$ cat config.mk
export PLATFORM = sky130hd
export DESIGN_NAME = rotor_cipher_wheel
export DESIGN_NICKNAME = d
export VERILOG_FILES = /design/src/design/rcw_pkg.sv /design/src/design/rcw_in_stage.sv /design/src/design/rcw_rotor.sv /design/src/design/rcw_out_stage.sv /design/src/design/rotor_cipher_wheel.sv
export VERILOG_INCLUDE_DIRS = /design/src /design/src/design
export SDC_FILE = /design/constraint.sdc
export NUM_CORES = 1
export LEC_CHECK = 0
export BUFFER_PORTS_ARGS = -buffer_cell sky130_fd_sc_hd__buf_2
export CAP_MARGIN = 20
export CORE_UTILIZATION = 50
export CTS_BUF_LIST = sky130_fd_sc_hd__clkbuf_2
export CTS_CLUSTER_SIZE = 8
export DETAILED_ROUTE_END_ITERATION = 8
export PLACE_DENSITY = 0.68
export REMOVE_ABC_BUFFERS = 1
export SLEW_MARGIN = 5
export SYNTH_ARGS = -nofsm -noshare
export SYNTH_HDL_FRONTEND = slang
export SYNTH_SLANG_ARGS = --single-unit
$ cat constraint.sdc
create_clock -name clk -period 5.7 [get_ports clk]
set_input_delay 0.285 -clock clk [delete_from_list [all_inputs] [get_ports clk]]
set_output_delay 0.285 -clock clk [all_outputs]
set_load 0.1 [all_outputs]
$ cat src/design/rotor_cipher_wheel_macros.svh
// Assertion helpers used by the rotor cipher wheel top-level design file.
`ifndef ROTOR_CIPHER_WHEEL_MACROS_SVH
`define ROTOR_CIPHER_WHEEL_MACROS_SVH

`ifndef SYNTHESIS

// Checks a condition at every clock edge outside reset.
`define RCW_ASSERT_ALWAYS(label, clk, rst, cond) \
  label: assert property (@(posedge clk) disable iff (rst) (cond)) \
    else $error("rotor_cipher_wheel: assertion failed");

// Checks that a consequence holds in the cycle after its trigger.
`define RCW_ASSERT_NEXT(label, clk, rst, trig, cons) \
  label: assert property (@(posedge clk) disable iff (rst) (trig) |=> (cons)) \
    else $error("rotor_cipher_wheel: assertion failed");

`else

`define RCW_ASSERT_ALWAYS(label, clk, rst, cond)
`define RCW_ASSERT_NEXT(label, clk, rst, trig, cons)

`endif

`endif

$ cat src/design/rcw_pkg.sv
package rcw_pkg;

  localparam int LETTER_W = 5;
  localparam int COUNT_W  = 6;
  localparam int LETTERS  = 26;

  typedef logic [LETTER_W-1:0] letter_t;
  typedef logic [COUNT_W-1:0]  count_t;

  // One bit wider than a letter so that a sum of two letters fits.
  localparam logic [LETTER_W:0] NUM_LETTERS = 6'd26;

  localparam count_t MID_PERIOD  = 6'd26;
  localparam count_t SLOW_PERIOD = 6'd52;

  // Register indexes on the configuration port.
  localparam logic [1:0] REG_START_POSITION = 2'd0;
  localparam logic [1:0] REG_ROTOR_ROLE     = 2'd1;
  localparam logic [1:0] REG_WIRING_SELECT  = 2'd2;

  // Stepping roles.
  localparam logic [1:0] ROLE_EVERY = 2'd0;
  localparam logic [1:0] ROLE_MID   = 2'd1;
  localparam logic [1:0] ROLE_SLOW  = 2'd2;
  localparam logic [1:0] ROLE_HOLD  = 2'd3;

  localparam letter_t SCRAMBLED [LETTERS] = '{
    5'd22, 5'd17, 5'd24, 5'd8,  5'd15, 5'd10, 5'd7,  5'd5,  5'd18, 5'd25,
    5'd2,  5'd1,  5'd12, 5'd16, 5'd13, 5'd4,  5'd21, 5'd19, 5'd23, 5'd20,
    5'd0,  5'd14, 5'd3,  5'd11, 5'd6,  5'd9
  };

  localparam letter_t SCRAMBLED_INV [LETTERS] = '{
    5'd20, 5'd11, 5'd10, 5'd22, 5'd15, 5'd7,  5'd24, 5'd6,  5'd3,  5'd25,
    5'd5,  5'd23, 5'd12, 5'd14, 5'd21, 5'd4,  5'd13, 5'd1,  5'd8,  5'd17,
    5'd19, 5'd16, 5'd0,  5'd18, 5'd2,  5'd9
  };

  // After reset the letter a sits at slot 0 of the scrambled wiring.
  localparam letter_t RESET_OFFSET = SCRAMBLED_INV[0];

  typedef struct packed {
    logic            we;
    logic [1:0]      index;
    logic [LETTER_W-1:0] data;
  } cfg_write_t;

  typedef struct packed {
    letter_t letter;
    logic    was_return;
  } result_t;

  typedef struct packed {
    letter_t offset;
    logic    pending;
    count_t  counter;
  } rotor_status_t;

endpackage

$ cat src/design/rcw_in_stage.sv
module rcw_in_stage
  import rcw_pkg::*;
(
  input  logic    clk,
  input  logic    rst,
  input  logic    s_tvalid,
  output logic    s_tready,
  input  letter_t letter_in,
  input  logic    advance,
  output logic    held_valid,
  output letter_t held_letter
);

  logic    valid;
  letter_t letter;

  // The register frees up in the same cycle that its letter moves on.
  assign s_tready = !valid || advance;

  always_ff @(posedge clk) begin
    if (rst) begin
      valid <= 1'b0;
    end else if (s_tready) begin
      valid <= s_tvalid;
    end
  end

  always_ff @(posedge clk) begin
    if (s_tvalid && s_tready) begin
      letter <= letter_in;
    end
  end

  assign held_valid  = valid;
  assign held_letter = letter;

endmodule

$ cat src/design/rcw_rotor.sv
module rcw_rotor
  import rcw_pkg::*;
(
  input  logic          clk,
  input  logic          rst,
  input  cfg_write_t    cfg,
  input  logic          advance,
  input  letter_t       letter,
  output result_t       result,
  output rotor_status_t status
);

  letter_t    start_position;
  logic [1:0] rotor_role;
  logic       wiring_select;
  letter_t    offset;
  logic       pending;
  count_t     counter;

  letter_t ch;
  logic    step;
  count_t  counter_fwd;
  letter_t offset_fwd;
  letter_t fwd_idx;
  letter_t fwd_res;
  letter_t inv_val;
  letter_t inv_res;
  letter_t seat_sp;
  logic    seat_ws;
  letter_t seat_key;
  letter_t seat_slot;
  letter_t seat_offset;

  // Folds a value below 52 into 0..25.
  function automatic letter_t reduce(logic [LETTER_W:0] s);
    logic [LETTER_W:0] r;
    r = (s >= NUM_LETTERS) ? s - NUM_LETTERS : s;
    return r[LETTER_W-1:0];
  endfunction

  function automatic letter_t add_mod(letter_t a, letter_t b);
    return reduce({1'b0, a} + {1'b0, b});
  endfunction

  function automatic letter_t sub_mod(letter_t a, letter_t b);
    return reduce({1'b0, a} + NUM_LETTERS - {1'b0, b});
  endfunction

  assign ch = reduce({1'b0, letter});

  always_comb begin
    step        = 1'b0;
    counter_fwd = counter;
    unique case (rotor_role)
      ROLE_EVERY: begin
        step = 1'b1;
      end
      ROLE_MID: begin
        step        = (counter >= MID_PERIOD);
        counter_fwd = (step ? '0 : counter) + count_t'(1);
      end
      ROLE_SLOW: begin
        step        = (counter >= SLOW_PERIOD);
        counter_fwd = (step ? '0 : counter) + count_t'(1);
      end
      ROLE_HOLD: begin
        step = 1'b0;
      end
      default: begin
        step = 1'b0;
      end
    endcase
  end

  assign offset_fwd = step ? add_mod(offset, letter_t'(1)) : offset;

  assign fwd_idx = add_mod(ch, offset_fwd);
  assign fwd_res = wiring_select ? fwd_idx : SCRAMBLED[fwd_idx];
  assign inv_val = wiring_select ? ch : SCRAMBLED_INV[ch];
  assign inv_res = sub_mod(inv_val, offset);

  assign result.letter     = pending ? inv_res : fwd_res;
  assign result.was_return = pending;

  // Seating uses the value being written so that a sits at the new slot.
  assign seat_sp     = (cfg.index == REG_START_POSITION) ? cfg.data : start_position;
  assign seat_ws     = (cfg.index == REG_WIRING_SELECT) ? cfg.data[0] : wiring_select;
  assign seat_key    = reduce({1'b0, seat_sp});
  assign seat_slot   = seat_ws ? '0 : SCRAMBLED_INV[0];
  assign seat_offset = sub_mod(seat_slot, seat_key);

  always_ff @(posedge clk) begin
    if (rst) begin
      start_position <= '0;
      rotor_role     <= ROLE_EVERY;
      wiring_select  <= 1'b0;
      offset         <= RESET_OFFSET;
      pending        <= 1'b0;
      counter        <= '0;
    end else if (cfg.we) begin
      unique case (cfg.index)
        REG_START_POSITION: begin
          start_position <= cfg.data;
          offset         <= seat_offset;
          pending        <= 1'b0;
          counter        <= '0;
        end
        REG_ROTOR_ROLE: begin
          rotor_role <= cfg.data[1:0];
        end
        REG_WIRING_SELECT: begin
          wiring_select <= cfg.data[0];
          offset        <= seat_offset;
          pending       <= 1'b0;
          counter       <= '0;
        end
        default: begin
        end
      endcase
    end else if (advance) begin
      pending <= !pending;
      if (!pending) begin
        offset  <= offset_fwd;
        counter <= counter_fwd;
      end
    end
  end

  assign status.offset  = offset;
  assign status.pending = pending;
  assign status.counter = counter;

endmodule

$ cat src/design/rcw_out_stage.sv
module rcw_out_stage
  import rcw_pkg::*;
(
  input  logic    clk,
  input  logic    rst,
  input  logic    advance,
  input  result_t result,
  output logic    m_tvalid,
  input  logic    m_tready,
  output result_t held
);

  logic    valid;
  result_t data;

  always_ff @(posedge clk) begin
    if (rst) begin
      valid <= 1'b0;
    end else if (advance) begin
      valid <= 1'b1;
    end else if (m_tready) begin
      valid <= 1'b0;
    end
  end

  always_ff @(posedge clk) begin
    if (advance) begin
      data <= result;
    end
  end

  assign m_tvalid = valid;
  assign held     = data;

endmodule

$ cat src/design/rotor_cipher_wheel.sv
// One rotor of a rotor cipher: each request carries one letter (0 = a .. 25 = z)
// and returns one substituted letter. Requests alternate between a forward
// pass, which may step the rotor first by its role, and a return pass through
// the inverse wiring; m_tuser marks the return pass. The add, table lookup and
// step update are combinational between an input register and a result
// register, so a letter accepted into the input register reaches m_tdata from
// the result register. With m_tready held high the block takes one letter every
// clock cycle; while a result waits on a low m_tready the input register fills
// and s_tready drops until the result is taken. Configuration writes must be
// made by the user only while no request is in flight; the block itself does
// not enforce this. Writing the start position or the wiring select re-seats
// the rotor and restarts the pass sequence with a forward pass.
`include "rotor_cipher_wheel_macros.svh"

module rotor_cipher_wheel
  import rcw_pkg::*;
(
  input  logic       clk,
  input  logic       rst,
  input  logic       s_tvalid,
  output logic       s_tready,
  input  logic [7:0] s_tdata,   // [4:0] letter_in, [7:5] zero
  output logic       m_tvalid,
  input  logic       m_tready,
  output logic [7:0] m_tdata,   // [4:0] letter_out, [7:5] zero
  output logic       m_tuser,   // [0] was_return_pass
  input  logic       cfg_we,
  input  logic [1:0] cfg_index,
  input  logic [4:0] cfg_data
);

  logic          held_valid;
  letter_t       held_letter;
  logic          advance;
  cfg_write_t    cfg;
  result_t       result;
  result_t       out_item;
  rotor_status_t status;
  logic          pass_flag;

  assign advance = held_valid && (!m_tvalid || m_tready);

  assign cfg.we    = cfg_we;
  assign cfg.index = cfg_index;
  assign cfg.data  = cfg_data;

  rcw_in_stage u_in (
    .clk         (clk),
    .rst         (rst),
    .s_tvalid    (s_tvalid),
    .s_tready    (s_tready),
    .letter_in   (s_tdata[4:0]),
    .advance     (advance),
    .held_valid  (held_valid),
    .held_letter (held_letter)
  );

  rcw_rotor u_rotor (
    .clk     (clk),
    .rst     (rst),
    .cfg     (cfg),
    .advance (advance),
    .letter  (held_letter),
    .result  (result),
    .status  (status)
  );

  rcw_out_stage u_out (
    .clk      (clk),
    .rst      (rst),
    .advance  (advance),
    .result   (result),
    .m_tvalid (m_tvalid),
    .m_tready (m_tready),
    .held     (out_item)
  );

  assign m_tdata = {3'b000, out_item.letter};
  assign m_tuser = out_item.was_return;

  assign pass_flag = status.pending;

  `RCW_ASSERT_ALWAYS(a_offset_range, clk, rst, {1'b0, status.offset} < NUM_LETTERS)
  `RCW_ASSERT_ALWAYS(a_counter_range, clk, rst, status.counter <= SLOW_PERIOD)
  `RCW_ASSERT_NEXT(a_pass_alternates, clk, rst, advance && !cfg_we, pass_flag != $past(pass_flag))
  `RCW_ASSERT_NEXT(a_pass_flag_out, clk, rst, advance, m_tvalid && (m_tuser == $past(pass_flag)))

endmodule

==> results.txt <==
Residual antenna-violating net count after detailed routing -> 0
Cells after Synth -> 498
Overflow left after global routing -> 0
I/O pin count -> 31
Final Non-Filler Cells -> 618
Count of flip-flops with a built-in enable after synthesis -> 11
RSZ-0062 raised after global routing -> no
Final weighted congestion in routability-driven placement -> 0.902
HP Class -> in -> reg
Number of antenna violations at the first check in global routing -> 0
Core area -> 7370 µm²
H-tree levels -> 2
Internal power of the cells -> 871 µW
Fill cell total of the finished layout -> 692
Clock share of power -> 6.2%
Setup-violating endpoint count in the final report -> 0
Sequential cell area fraction in the yosys report -> 19.9%
Starting density of the core -> 52.7%
DIE WIDTH -> 90.1 µm
Max IR drop VDD -> 0.176 mV
Highest cell delay on the worst timing path -> 0.50 ns
Via count of the first global-routing pass -> 3321
Ratio of cells with drive above 1 in the final layout -> 12.3%
Placed Instances -> 610
Number of warning messages in the yosys log -> 0
Maximum clock frequency -> 0.189 GHz
Number of sinks handled by clock tree synthesis -> 33
Net Switching -> 962 µW
Area share of the largest cell type after synthesis -> 11.3%
Final Hold Vio Count -> 0
Inserted Clock Buffers -> 5
Final layout net count -> 575
Max-cap check violation count -> 0
Cell family contributing the most delay on the critical path -> compound AO/OA/AOI/OAI gates
Share of synthesized registers carrying an async set or reset -> 0%
1st-iter DRT viols -> 153
Post-route clock skew -> 0.0130 ns
Vias post-DR -> 3608
Most Frequent Cell on Critical Path -> sky130_fd_sc_hd__inv_1
Sw frac -> 52.5%
Outcome -> complete, no violations
Final Util -> 55.9%
Power per unit of standard cell area -> 445 nW/µm²
Via density per instance -> 5.84
Area enclosed by the die boundary -> 8120 µm²
Aggregate negative setup slack -> 0 ns
Number of buffers and inverters on the critical path -> 3
Root Driver -> sky130_fd_sc_hd__clkbuf_2
Final worst-path cycle share -> 93.0%
#FFs+latches synth -> 33
Primary flip-flop cell chosen by synthesis mapping -> sky130_fd_sc_hd__dfxtp_1
Bufs on Longest Clock Path -> 2
Kind of end point of the critical path -> flip-flop
GR peak layer -> met2
Average cell area after synthesis -> 7.80 µm²
Max Fanout on Critical Path -> 8
Total wire length -> 8730 µm
Design area -> 4120 µm²
First-pass GRT wire length -> 15200 µm
Most frequent cells after synthesis -> sky130_fd_sc_hd__nor2_1 (55), sky130_fd_sc_hd__a21oi_1 (45), sky130_fd_sc_hd__inv_1 (43)
Largest net degree at the start of global routing -> 27
Most common cell in the synthesized netlist -> sky130_fd_sc_hd__nor2_1
Worst-case headroom to the max-slew limit -> 36.4%
Clk pin slew, worst setup/hold paths -> 0.17 ns
Met2 track utilization from global routing -> 40.8%
Post-detailed-route DRC marker count -> 0
Measured slew at the worst slew-check pin -> 0.945 ns
Critical path arrival -> 5.45 ns
Die boundary height -> 90.1 µm
Met3 usage in global routing -> 2.03%
Synth Cell Area -> 3880 µm²
Number of distinct library cell variants in the gate-level netlist after synthesis -> 76
Number of buffers added on ports -> 24
Main area contributors after synthesis -> sky130_fd_sc_hd__dfxtp_1 (11%), sky130_fd_sc_hd__ha_1 (11%), sky130_fd_sc_hd__edfxtp_1 (8.5%)
Half-perimeter wire length of the detailed placement result -> 6630 µm
Met1 global-route usage -> 27.8%
Site Rows -> 31
Total count of max-transition violations in the final report -> 0
Static power due to leakage -> 0.00176 µW
Type of the worst setup path -> reg -> reg
Portion of total power attributed to sequential cells -> 17.6%
Type of origin of the critical path -> flip-flop
Combinational Power Share -> 76.2%
Highest-delay cell along the critical path -> sky130_fd_sc_hd__fa_1
Required time of the critical path -> 5.85 ns
Time the worst path needs with I/O delays and setup -> 5.30 ns
Area after detailed placement -> 4070 µm²
CTS tree -> done
Layout area overhead -> 6.12%
Post-synthesis cell type with the largest combined area -> sky130_fd_sc_hd__dfxtp_1
Later-pin clock latency in the skew report -> 0.38 ns
Drt pass-1 iters -> 5
Routed WL per cell -> 14.1 µm
Chain of cells forming the critical path -> inv_1 -> ha_1 -> nand2b_1 -> nor3_1 -> a21oi_1 -> a32o_1 -> a32oi_1 -> xnor2_1 -> o21ai_1 -> inv_1 -> fa_1 -> nor4_1 -> o32a_4 -> a2111oi_4 -> xor2_1 -> a2bb2oi_2 -> nand2_1 -> mux2_2 -> inv_1 -> ha_1 -> or4_1 -> o211ai_1 -> a31oi_1
Antenna Cells -> 0
Global router's overall resource usage -> 22.2%
## registers in the layout, indices dropped and copies added, names as in the netlist
| signal | count |
|---|---|
| u_rotor.pending | 1 |
| u_rotor.rotor_role | 2 |
| u_in.held_valid | 1 |
| u_rotor.wiring_select | 1 |
| u_rotor.offset | 5 |
| u_in.held_letter | 5 |
| u_rotor.start_position | 5 |
| u_out.held | 6 |
| u_out.m_tvalid | 1 |
| u_rotor.counter | 6 |
## cell type report
class | instances | area (µm²) | share of cell area [%]
flip-flops and latches | 33 | 773 | 18.8
multi-input cells | 400 | 2820 | 68.5
repair buffers | 34 | 195 | 4.74
well taps | 99 | 124 | 3.01
clock buffers | 7 | 35.0 | 0.850
inverters | 44 | 165 | 4.01
clock inverters | 1 | 3.75 | 0.0911
## metrics by stage
stage                     hold slack, ns  total power [µW]  setup WS (ns)
after floorplan                    0.357              1420          0.443
after global placement             0.462              1680          0.369
after detailed placement           0.465              1700          0.219
after CTS                         0.0548              1820          0.198
after global routing              0.0549              1990         0.0127
final                             0.0756              1830          0.396
## cell usage in the layout, fill, tap and decap left out, drive strengths merged, types with 6 or more instances in the layout
cell / synthesis / routed
nand2: 29 / 29
buf: 11 / 34
a211oi: 13 / 13
nor4: 7 / 7
a21oi: 45 / 45
inv: 44 / 44
xnor2: 15 / 15
o211ai: 6 / 6
nand2b: 7 / 7
clkbuf: 12 / 7
a22oi: 6 / 6
nor2: 56 / 56
mux2i: 13 / 13
edfxtp: 11 / 11
o21ai: 31 / 31
and3: 6 / 6
o31ai: 6 / 6
a21o: 8 / 8
xor2: 9 / 9
a31oi: 8 / 8
ha: 34 / 34
dfxtp: 22 / 22
nand3: 9 / 9
and2: 6 / 6
nor3: 10 / 10
## kinds of logic after synthesis
kind of cell,count (synthesis),share of synthesized area [%]
simple gates,152,19.2
flops,33,19.9
compound gates,167,30.6
fa+ha+maj,37,12.5
other cells,1,0.0966
xor+xnor,24,5.41
mux,17,4.61
buf+inv,67,7.73
## what timing repair did
action                     in CTS  in global routing
hold buffers                    0                  0
setup buffers                   0                  0
setup endpoints to repair       0                  3
resized for setup               0                  4
## layer usage
metal	wire [µm]	vias to the layer above	share of wire, %
li1	-	1858	-
met1	3970	1671	45
met2	4360	71	50
met3	308	8	3.5
met4	88	0	1.0
met5	0	-	0
## power by group through the flow
| stage | combinational, µW | clock [µW] | sequential, µW |
|---|---|---|---|
| after floorplan | 975 | 0 | 441 |
| after global placement | 1350 | 0 | 326 |
| after detailed placement | 1370 | 0 | 327 |
| after CTS | 1380 | 118 | 321 |
| after global routing | 1540 | 126 | 326 |
| final | 1400 | 114 | 322 |
## path summary, 6_finish.rpt
| kind | startpoint | end | slack, ns | depth (start not counted) |
|---|---|---|---|---|
| setup reg to reg | u_rotor.offset[1]$_SDFFE_PP0P_ | u_out.held[2]$_DFFE_PP_ | 0.40 | 23 |
| hold reg to reg | u_rotor.start_position[4]$_SDFFE_PP0P_ | u_rotor.start_position[4]$_SDFFE_PP0P_ | 0.50 | 2 |
| setup / recovery | u_rotor.offset[1]$_SDFFE_PP0P_ | u_out.held[2]$_DFFE_PP_ | 0.40 | 23 |
| hold / removal | s_tdata[3] | u_in.held_letter[3]$_DFFE_PP_ | 0.08 | 1 |
No activity file was read; power rests on OpenSTA's default activity.
